<file path="src/sv/cdq_pkg.sv">
package cdq_pkg;

  localparam int unsigned Depth = 16;
  localparam int unsigned PtrW  = (Depth > 1) ? $clog2(Depth) : 1;
  localparam int unsigned DataW = 32;

  typedef enum logic [2:0] {
    OP_PUSH_FRONT = 3'd0,
    OP_PUSH_REAR  = 3'd1,
    OP_POP_FRONT  = 3'd2,
    OP_POP_REAR   = 3'd3,
    OP_PEEK_FRONT = 3'd4,
    OP_PEEK_REAR  = 3'd5
  } op_e;

  typedef enum logic [1:0] {
    ST_DONE  = 2'd0,
    ST_FULL  = 2'd1,
    ST_EMPTY = 2'd2
  } status_e;

  typedef struct packed {
    logic [2:0]              op;
    logic signed [DataW-1:0] data_in;
  } req_t;

  typedef struct packed {
    logic signed [DataW-1:0] data_out;
    logic [1:0]              status;
    logic                    now_full;
    logic                    now_empty;
  } rsp_t;

  // ring access issued with an accepted transaction
  typedef struct packed {
    logic             we;
    logic [PtrW-1:0]  waddr;
    logic [DataW-1:0] wdata;
    logic             re;
    logic [PtrW-1:0]  raddr;
  } mem_req_t;

  // result waiting for the ring read data
  typedef struct packed {
    logic use_mem;
    rsp_t rsp;
  } pend_t;

endpackage

</file>
<file path="src/sv/cdq_ram.sv">
module cdq_ram #(
  parameter int unsigned Depth = 16,
  parameter int unsigned Width = 32,
  localparam int unsigned AddrW = (Depth > 1) ? $clog2(Depth) : 1
) (
  input  logic             clk_i,
  input  logic             we_i,
  input  logic [AddrW-1:0] waddr_i,
  input  logic [Width-1:0] wdata_i,
  input  logic             re_i,
  input  logic [AddrW-1:0] raddr_i,
  output logic [Width-1:0] rdata_o
);

  logic [Width-1:0] mem [Depth];
  logic [Width-1:0] rdata_q;

  always_ff @(posedge clk_i) begin
    if (we_i) begin
      mem[waddr_i] <= wdata_i;
    end
  end

  always_ff @(posedge clk_i) begin
    if (re_i) begin
      rdata_q <= mem[raddr_i];
    end
  end

  assign rdata_o = rdata_q;

endmodule

</file>
<file path="src/sv/cdq_ctrl.sv">
module cdq_ctrl
  import cdq_pkg::*;
(
  input  logic     clk_i,
  input  logic     rst_ni,
  input  logic     accept_i,
  input  req_t     req_i,
  output mem_req_t mem_o,
  output pend_t    res_o
);

  logic [PtrW-1:0] head_q, head_d;
  logic [PtrW-1:0] tail_q, tail_d;
  logic            empty_q, empty_d;
  logic            is_full;

  function automatic logic [PtrW-1:0] ptr_next(input logic [PtrW-1:0] p);
    logic [PtrW-1:0] r;
    if (p == PtrW'(Depth - 1)) r = '0;
    else                       r = p + PtrW'(1);
    return r;
  endfunction

  function automatic logic [PtrW-1:0] ptr_prev(input logic [PtrW-1:0] p);
    logic [PtrW-1:0] r;
    if (p == '0) r = PtrW'(Depth - 1);
    else         r = p - PtrW'(1);
    return r;
  endfunction

  assign is_full = !empty_q && (ptr_next(tail_q) == head_q);

  always_comb begin
    head_d  = head_q;
    tail_d  = tail_q;
    empty_d = empty_q;
    mem_o   = '0;
    res_o   = '0;
    mem_o.wdata = req_i.data_in;
    res_o.rsp.status = ST_DONE;
    unique case (req_i.op) inside
      OP_PUSH_FRONT, OP_PUSH_REAR: begin
        if (is_full) begin
          res_o.rsp.status = ST_FULL;
        end else begin
          mem_o.we = 1'b1;
          if (empty_q) begin
            head_d  = '0;
            tail_d  = '0;
            empty_d = 1'b0;
            mem_o.waddr = '0;
          end else if (req_i.op == OP_PUSH_FRONT) begin
            head_d = ptr_prev(head_q);
            mem_o.waddr = head_d;
          end else begin
            tail_d = ptr_next(tail_q);
            mem_o.waddr = tail_d;
          end
        end
      end
      OP_POP_FRONT, OP_POP_REAR, OP_PEEK_FRONT, OP_PEEK_REAR: begin
        if (empty_q) begin
          res_o.rsp.status   = ST_EMPTY;
          res_o.rsp.data_out = '1;
        end else begin
          mem_o.re      = 1'b1;
          res_o.use_mem = 1'b1;
          if (req_i.op == OP_POP_FRONT || req_i.op == OP_PEEK_FRONT) begin
            mem_o.raddr = head_q;
          end else begin
            mem_o.raddr = tail_q;
          end
          if (req_i.op == OP_POP_FRONT || req_i.op == OP_POP_REAR) begin
            if (head_q == tail_q) begin
              // last element leaves
              head_d  = '0;
              tail_d  = '0;
              empty_d = 1'b1;
            end else if (req_i.op == OP_POP_FRONT) begin
              head_d = ptr_next(head_q);
            end else begin
              tail_d = ptr_prev(tail_q);
            end
          end
        end
      end
      default: begin
      end
    endcase
    res_o.rsp.now_empty = empty_d;
    res_o.rsp.now_full  = !empty_d && (ptr_next(tail_d) == head_d);
  end

  always_ff @(posedge clk_i or negedge rst_ni) begin
    if (!rst_ni) begin
      head_q  <= '0;
      tail_q  <= '0;
      empty_q <= 1'b1;
    end else if (accept_i) begin
      head_q  <= head_d;
      tail_q  <= tail_d;
      empty_q <= empty_d;
    end
  end

endmodule

</file>
<file path="src/sv/circular_deque_unit.sv">
// a result passes from the pending register to the output register after its transaction is accepted
// throughput: one transaction per cycle while the output is not stalled
// the ring store has one write and one read port; the read data comes back in the cycle after the read
// one accepted transaction waits in the pending register while a finished result sits in the output register
// reset: asynchronous, active low; the deque comes up empty with both pointers at zero
module circular_deque_unit
  import cdq_pkg::*;
(
  input  logic clk_i,
  input  logic rst_ni,
  input  logic in_valid_i,
  output logic in_stall_o,
  input  req_t in_req_i,
  output logic out_valid_o,
  input  logic out_stall_i,
  output rsp_t out_rsp_o
);

  mem_req_t         mem_req;
  pend_t            pend_d;
  pend_t            pend_q;
  logic             pend_valid_q;
  logic             pend_move;
  logic             accept;
  logic [DataW-1:0] rdata;
  logic             out_valid_q;
  rsp_t             out_q;

  assign pend_move  = pend_valid_q && (!out_valid_q || !out_stall_i);
  assign in_stall_o = pend_valid_q && !pend_move;
  assign accept     = in_valid_i && !in_stall_o;

  cdq_ctrl u_ctrl (
    .clk_i    (clk_i),
    .rst_ni   (rst_ni),
    .accept_i (accept),
    .req_i    (in_req_i),
    .mem_o    (mem_req),
    .res_o    (pend_d)
  );

  cdq_ram #(
    .Depth (Depth),
    .Width (DataW)
  ) u_ram (
    .clk_i   (clk_i),
    .we_i    (accept && mem_req.we),
    .waddr_i (mem_req.waddr),
    .wdata_i (mem_req.wdata),
    .re_i    (accept && mem_req.re),
    .raddr_i (mem_req.raddr),
    .rdata_o (rdata)
  );

  always_ff @(posedge clk_i or negedge rst_ni) begin
    if (!rst_ni) begin
      pend_valid_q <= 1'b0;
      out_valid_q  <= 1'b0;
    end else begin
      if (accept) begin
        pend_valid_q <= 1'b1;
      end else if (pend_move) begin
        pend_valid_q <= 1'b0;
      end
      if (pend_move) begin
        out_valid_q <= 1'b1;
      end else if (!out_stall_i) begin
        out_valid_q <= 1'b0;
      end
    end
  end

  always_ff @(posedge clk_i) begin
    if (accept) begin
      pend_q <= pend_d;
    end
    if (pend_move) begin
      out_q <= pend_q.rsp;
      // ring data still held from the read issued at acceptance
      if (pend_q.use_mem) begin
        out_q.data_out <= rdata;
      end
    end
  end

  assign out_valid_o = out_valid_q;
  assign out_rsp_o   = out_q;

endmodule

</file>
<file path="config.mk">
export PLATFORM = sky130hd
export DESIGN_NAME = circular_deque_unit
export DESIGN_NICKNAME = d
export VERILOG_FILES = /design/src/sv/cdq_pkg.sv /design/src/sv/cdq_ram.sv /design/src/sv/cdq_ctrl.sv /design/src/sv/circular_deque_unit.sv
export SDC_FILE = /design/constraint.sdc
export NUM_CORES = 1
export LEC_CHECK = 0
export BUFFER_PORTS_ARGS = -buffer_cell sky130_fd_sc_hd__buf_2
export CAP_MARGIN = 10
export CORE_MARGIN = 3
export CORE_UTILIZATION = 30
export DETAILED_ROUTE_END_ITERATION = 10
export PLACE_DENSITY_LB_ADDON = 0.2
export SYNTH_ARGS = -nofsm -noshare
export SYNTH_HDL_FRONTEND = slang
export SYNTH_SLANG_ARGS = --single-unit
</file>
<file path="constraint.sdc">
create_clock -name clk_i -period 13.2 [get_ports clk_i]
set_clock_uncertainty 0.05 [all_clocks]
set_input_delay 2.64 -clock clk_i [delete_from_list [all_inputs] [get_ports clk_i]]
set_output_delay 2.64 -clock clk_i [all_outputs]
set_load 0.005 [all_outputs]
</file>
==> results.sh <==
export IMPL_hold_viol_final=0
export IMPL_ys_warnings_count=0
export IMPL_rr_worst_depth=9
export IMPL_power_density_mw_per_mm2=187
export IMPL_ctsHoldBuffers=0
export IMPL_endpoint="u_ram.rdata_o[27]"
export IMPL_timing_rr_start="u_ctrl.tail_q[0]"
export IMPL_ctsResizeCount=0
export IMPL_routed_via_density=5.07
export IMPL_ys_types=60
export IMPL_worst_path_largest_cell_delay_ns=1.00
export IMPL_overflow=0
export IMPL_pin_count=77
export IMPL_status="finished clean"
export IMPL_fin_cells=2768
export IMPL_max_freq_ghz=0.166
export IMPL_dr_first_iter_drc_count=1142
export IMPL_rsz0062_at_grt="false"
export IMPL_ctsRootBufferMaster="clkbuf_16"
export IMPL_slowest_stage="buf_4"
export IMPL_regToRegSetupSlack_ns=8.81
export IMPL_r2r_end="u_ram.mem[15][14]"
export IMPL_grt_pass1_vias=14300
export IMPL_start_util=0.304
export IMPL_htree_num_levels=3
export IMPL_synthArstFlopShare=0.0184
export IMPL_holdWs_ns=0.367
export IMPL_crit_fanout=57
export IMPL_period_share=0.456
export IMPL_placed_cells=2658
export IMPL_synthesis_nets=1654
export IMPL_grt_pass1_wl_um=97500
export IMPL_crit_path_cell_trace="buf_2, xnor2_1, nor2_1, mux2i_4, buf_4, nor2_4, buf_4, buf_4, mux2i_1, o21ai_0, o21ai_0, mux2i_1"
export IMPL_synth_top_area_share=0.718
export IMPL_die_area_mm2=0.0852
export IMPL_drive_gt1_frac=0.135
export IMPL_drv_slew=0
export IMPL_synth_seq_cells=597
export IMPL_gp_congestion=0.821
export IMPL_path_buf_inv=4
export IMPL_worstSetupStartpointType="primary input"
export IMPL_cts_tree="built"
export IMPL_mostFrequentLayoutCell="edfxtp_1"
export IMPL_fp_dieH_um=292
export IMPL_syn_to_final_growth_pct=15.2
export IMPL_static_leakage_power_nw=8.54
export IMPL_cts_sinks=597
export IMPL_core_area_mm2=0.0807
export IMPL_yosysSeqAreaShare=0.729
export IMPL_rows=104
export IMPL_grt_max_degree=201
export IMPL_setup_violations=0
export IMPL_synthTopCellsByArea="edfxtp_1 72%, mux2i_1 8.0%, o211ai_1 5.1%"
export IMPL_io_buffers=76
export IMPL_worstSetupPathDepth=12
export IMPL_path_common_cell="buf_4"
export IMPL_critPathKind="primary input to register"
export IMPL_startpoint="in_req_i[34]"
export IMPL_worst_pin_slew_ns=1.13
export IMPL_die_w_um=292
export IMPL_route_detailed_drc=0
export IMPL_slew_headroom=0.245
export IMPL_clkTransAtPathRegs_ns=0.05
export IMPL_critical_path_top_delay_family="buffers and inverters"
export IMPL_final_nets=1710
export IMPL_p_total_w=0.00529
export IMPL_crit_required_ns=13.44
export IMPL_drt_pass1_iter_count=5
export IMPL_syn_area_per_cell_um2=15.2
export IMPL_clockBufferDepth=3
export IMPL_syn_inst=1610
export IMPL_final_cell_mix="586 x edfxtp_1, 194 x mux2i_1, 165 x o211ai_1"
export IMPL_dpl_hpwl_um=31000
export IMPL_synth_top_cell_by_area="edfxtp_1"
export IMPL_cap_violations=0
export IMPL_period_needed_ns=6.02
export IMPL_netlist_area_mm2=0.0245
export IMPL_grt_use_total=0.154
export IMPL_yosys_most_used_dff="edfxtp_1"
export IMPL_vias=14000
export IMPL_end_kind="register"
export IMPL_routed_wl_um=66300
export IMPL_post_cts_buffers=0
export IMPL_synth_edf_count=586
export IMPL_hp_class="register to register"
export IMPL_crit_arrival_ns=6.26
export IMPL_antenna_found_initial=5
export IMPL_fin_tns_setup_ns=0
export IMPL_post_place_ws_ns=6.52
export IMPL_ir_drop_uv=101
export IMPL_ant_nets=0
export IMPL_cts_buffers=66
export IMPL_clkLatencyLatePin_ns=0.58
export IMPL_wire_per_inst_um=24.0
export IMPL_finalWorstSetupSlack_ns=7.18
-- how the worst min path moves through the flow --
stage,slack (ns),to,cells after the start,from
2_1_floorplan,0.35,out_rsp_o[0],0,pend_q[0]
6_report,0.37,out_rsp_o[0],0,pend_q[0]
3_3_place_gp,0.35,out_rsp_o[0],0,pend_q[0]
5_1_grt,0.39,out_rsp_o[1],0,pend_q[1]
3_5_place_dp,0.36,out_rsp_o[0],0,pend_q[0]
4_1_cts,0.37,out_rsp_o[0],0,pend_q[0]
-- kinds of logic after synthesis --
logic type                 share of synthesized area
AOI/OAI and AO/OA                             0.0966
xor gates and xnor gates                     0.00628
adders and majority gates                    0.00255
buffers and inverters                         0.0213
DFF                                            0.729
muxes                                         0.0801
and+or+nand+nor                               0.0638
-- per-stage QoR --
stage	utilization	cell area [um^2]
floorplan	-	24500
global placement	0.325	26200
detailed placement	0.325	26200
CTS	0.350	28200
global route	0.350	28200
finish	0.350	28200
-- report_power, final --
| group | internal [W] | switching, W | total (W) |
|---|---|---|---|
| clock | 0.00104 | 0.000713 | 0.00175 |
| sequential | 0.00221 | 0.0000811 | 0.00229 |
| combinational | 0.000407 | 0.000842 | 0.00125 |
| total | 0.00365 | 0.00164 | 0.00529 |
-- cell type report --
type                    count  area (um^2)
diodes                      1         2.50
repair buffers            110          648
flip-flops and latches    597        17900
inverters                  15         56.3
multi-input cells         876         6300
clock buffers              83         1800
well taps                1060         1330
clock inverters            26          221
fillers                  7751        52400
-- state kept, by name, summed over array words and instances (netlist names) --
name and cells:
u_ctrl.empty_q 1, u_ram.rdata_o 32, u_ram.mem 512, u_ctrl.tail_q 4, pend_q 6, u_ctrl.head_q 4, pend_valid_q 1, out_valid_o 1
out_rsp_o 36
-- worst register-to-register path: stages, from the launching register on --
cell and delay, ns:
dfrtp_1 0.70, ha_1 0.42, inv_1 0.12, a311oi_4 0.42, xor2_2 0.20, a211oi_1 0.57, nand2_1 0.13, or3_1 0.50
nor4_2 0.29, buf_4 0.60
-- routing by layer --
metal  wire (um)  up-vias  global-route usage  share of wire
met2       31500      305               0.256           0.48
met1       30300     7196               0.206           0.46
met4        1460        4              0.0468          0.022
met3        3010      101              0.0289          0.045
li1            -     6434                   -              -
met5          26        -                   0        0.00039
-- synth_stat cells, types with 2 or more instances --
cell type / instances
nor2b_1: 4
nand4_1: 3
nand3_1: 7
a221o_1: 2
buf_2: 4
or3_1: 132
a211oi_1: 7
dfrtp_1: 10
nor2_1: 34
a21boi_0: 2
a31o_2: 2
mux2i_1: 195
xor2_1: 3
inv_1: 15
a21oi_1: 10
clkbuf_1: 103
a31oi_1: 3
ha_1: 5
o21ba_2: 2
nand2b_1: 3
and3_1: 3
nor3_1: 10
nand2_1: 91
or2_2: 3
o211ai_1: 165
buf_1: 14
o311ai_0: 2
nor4_1: 2
o31ai_1: 2
xnor2_1: 10
o21ai_0: 146
edfxtp_1: 586
o21a_1: 2
a21o_1: 2
Note: power is estimated with default switching activity, not from simulation.
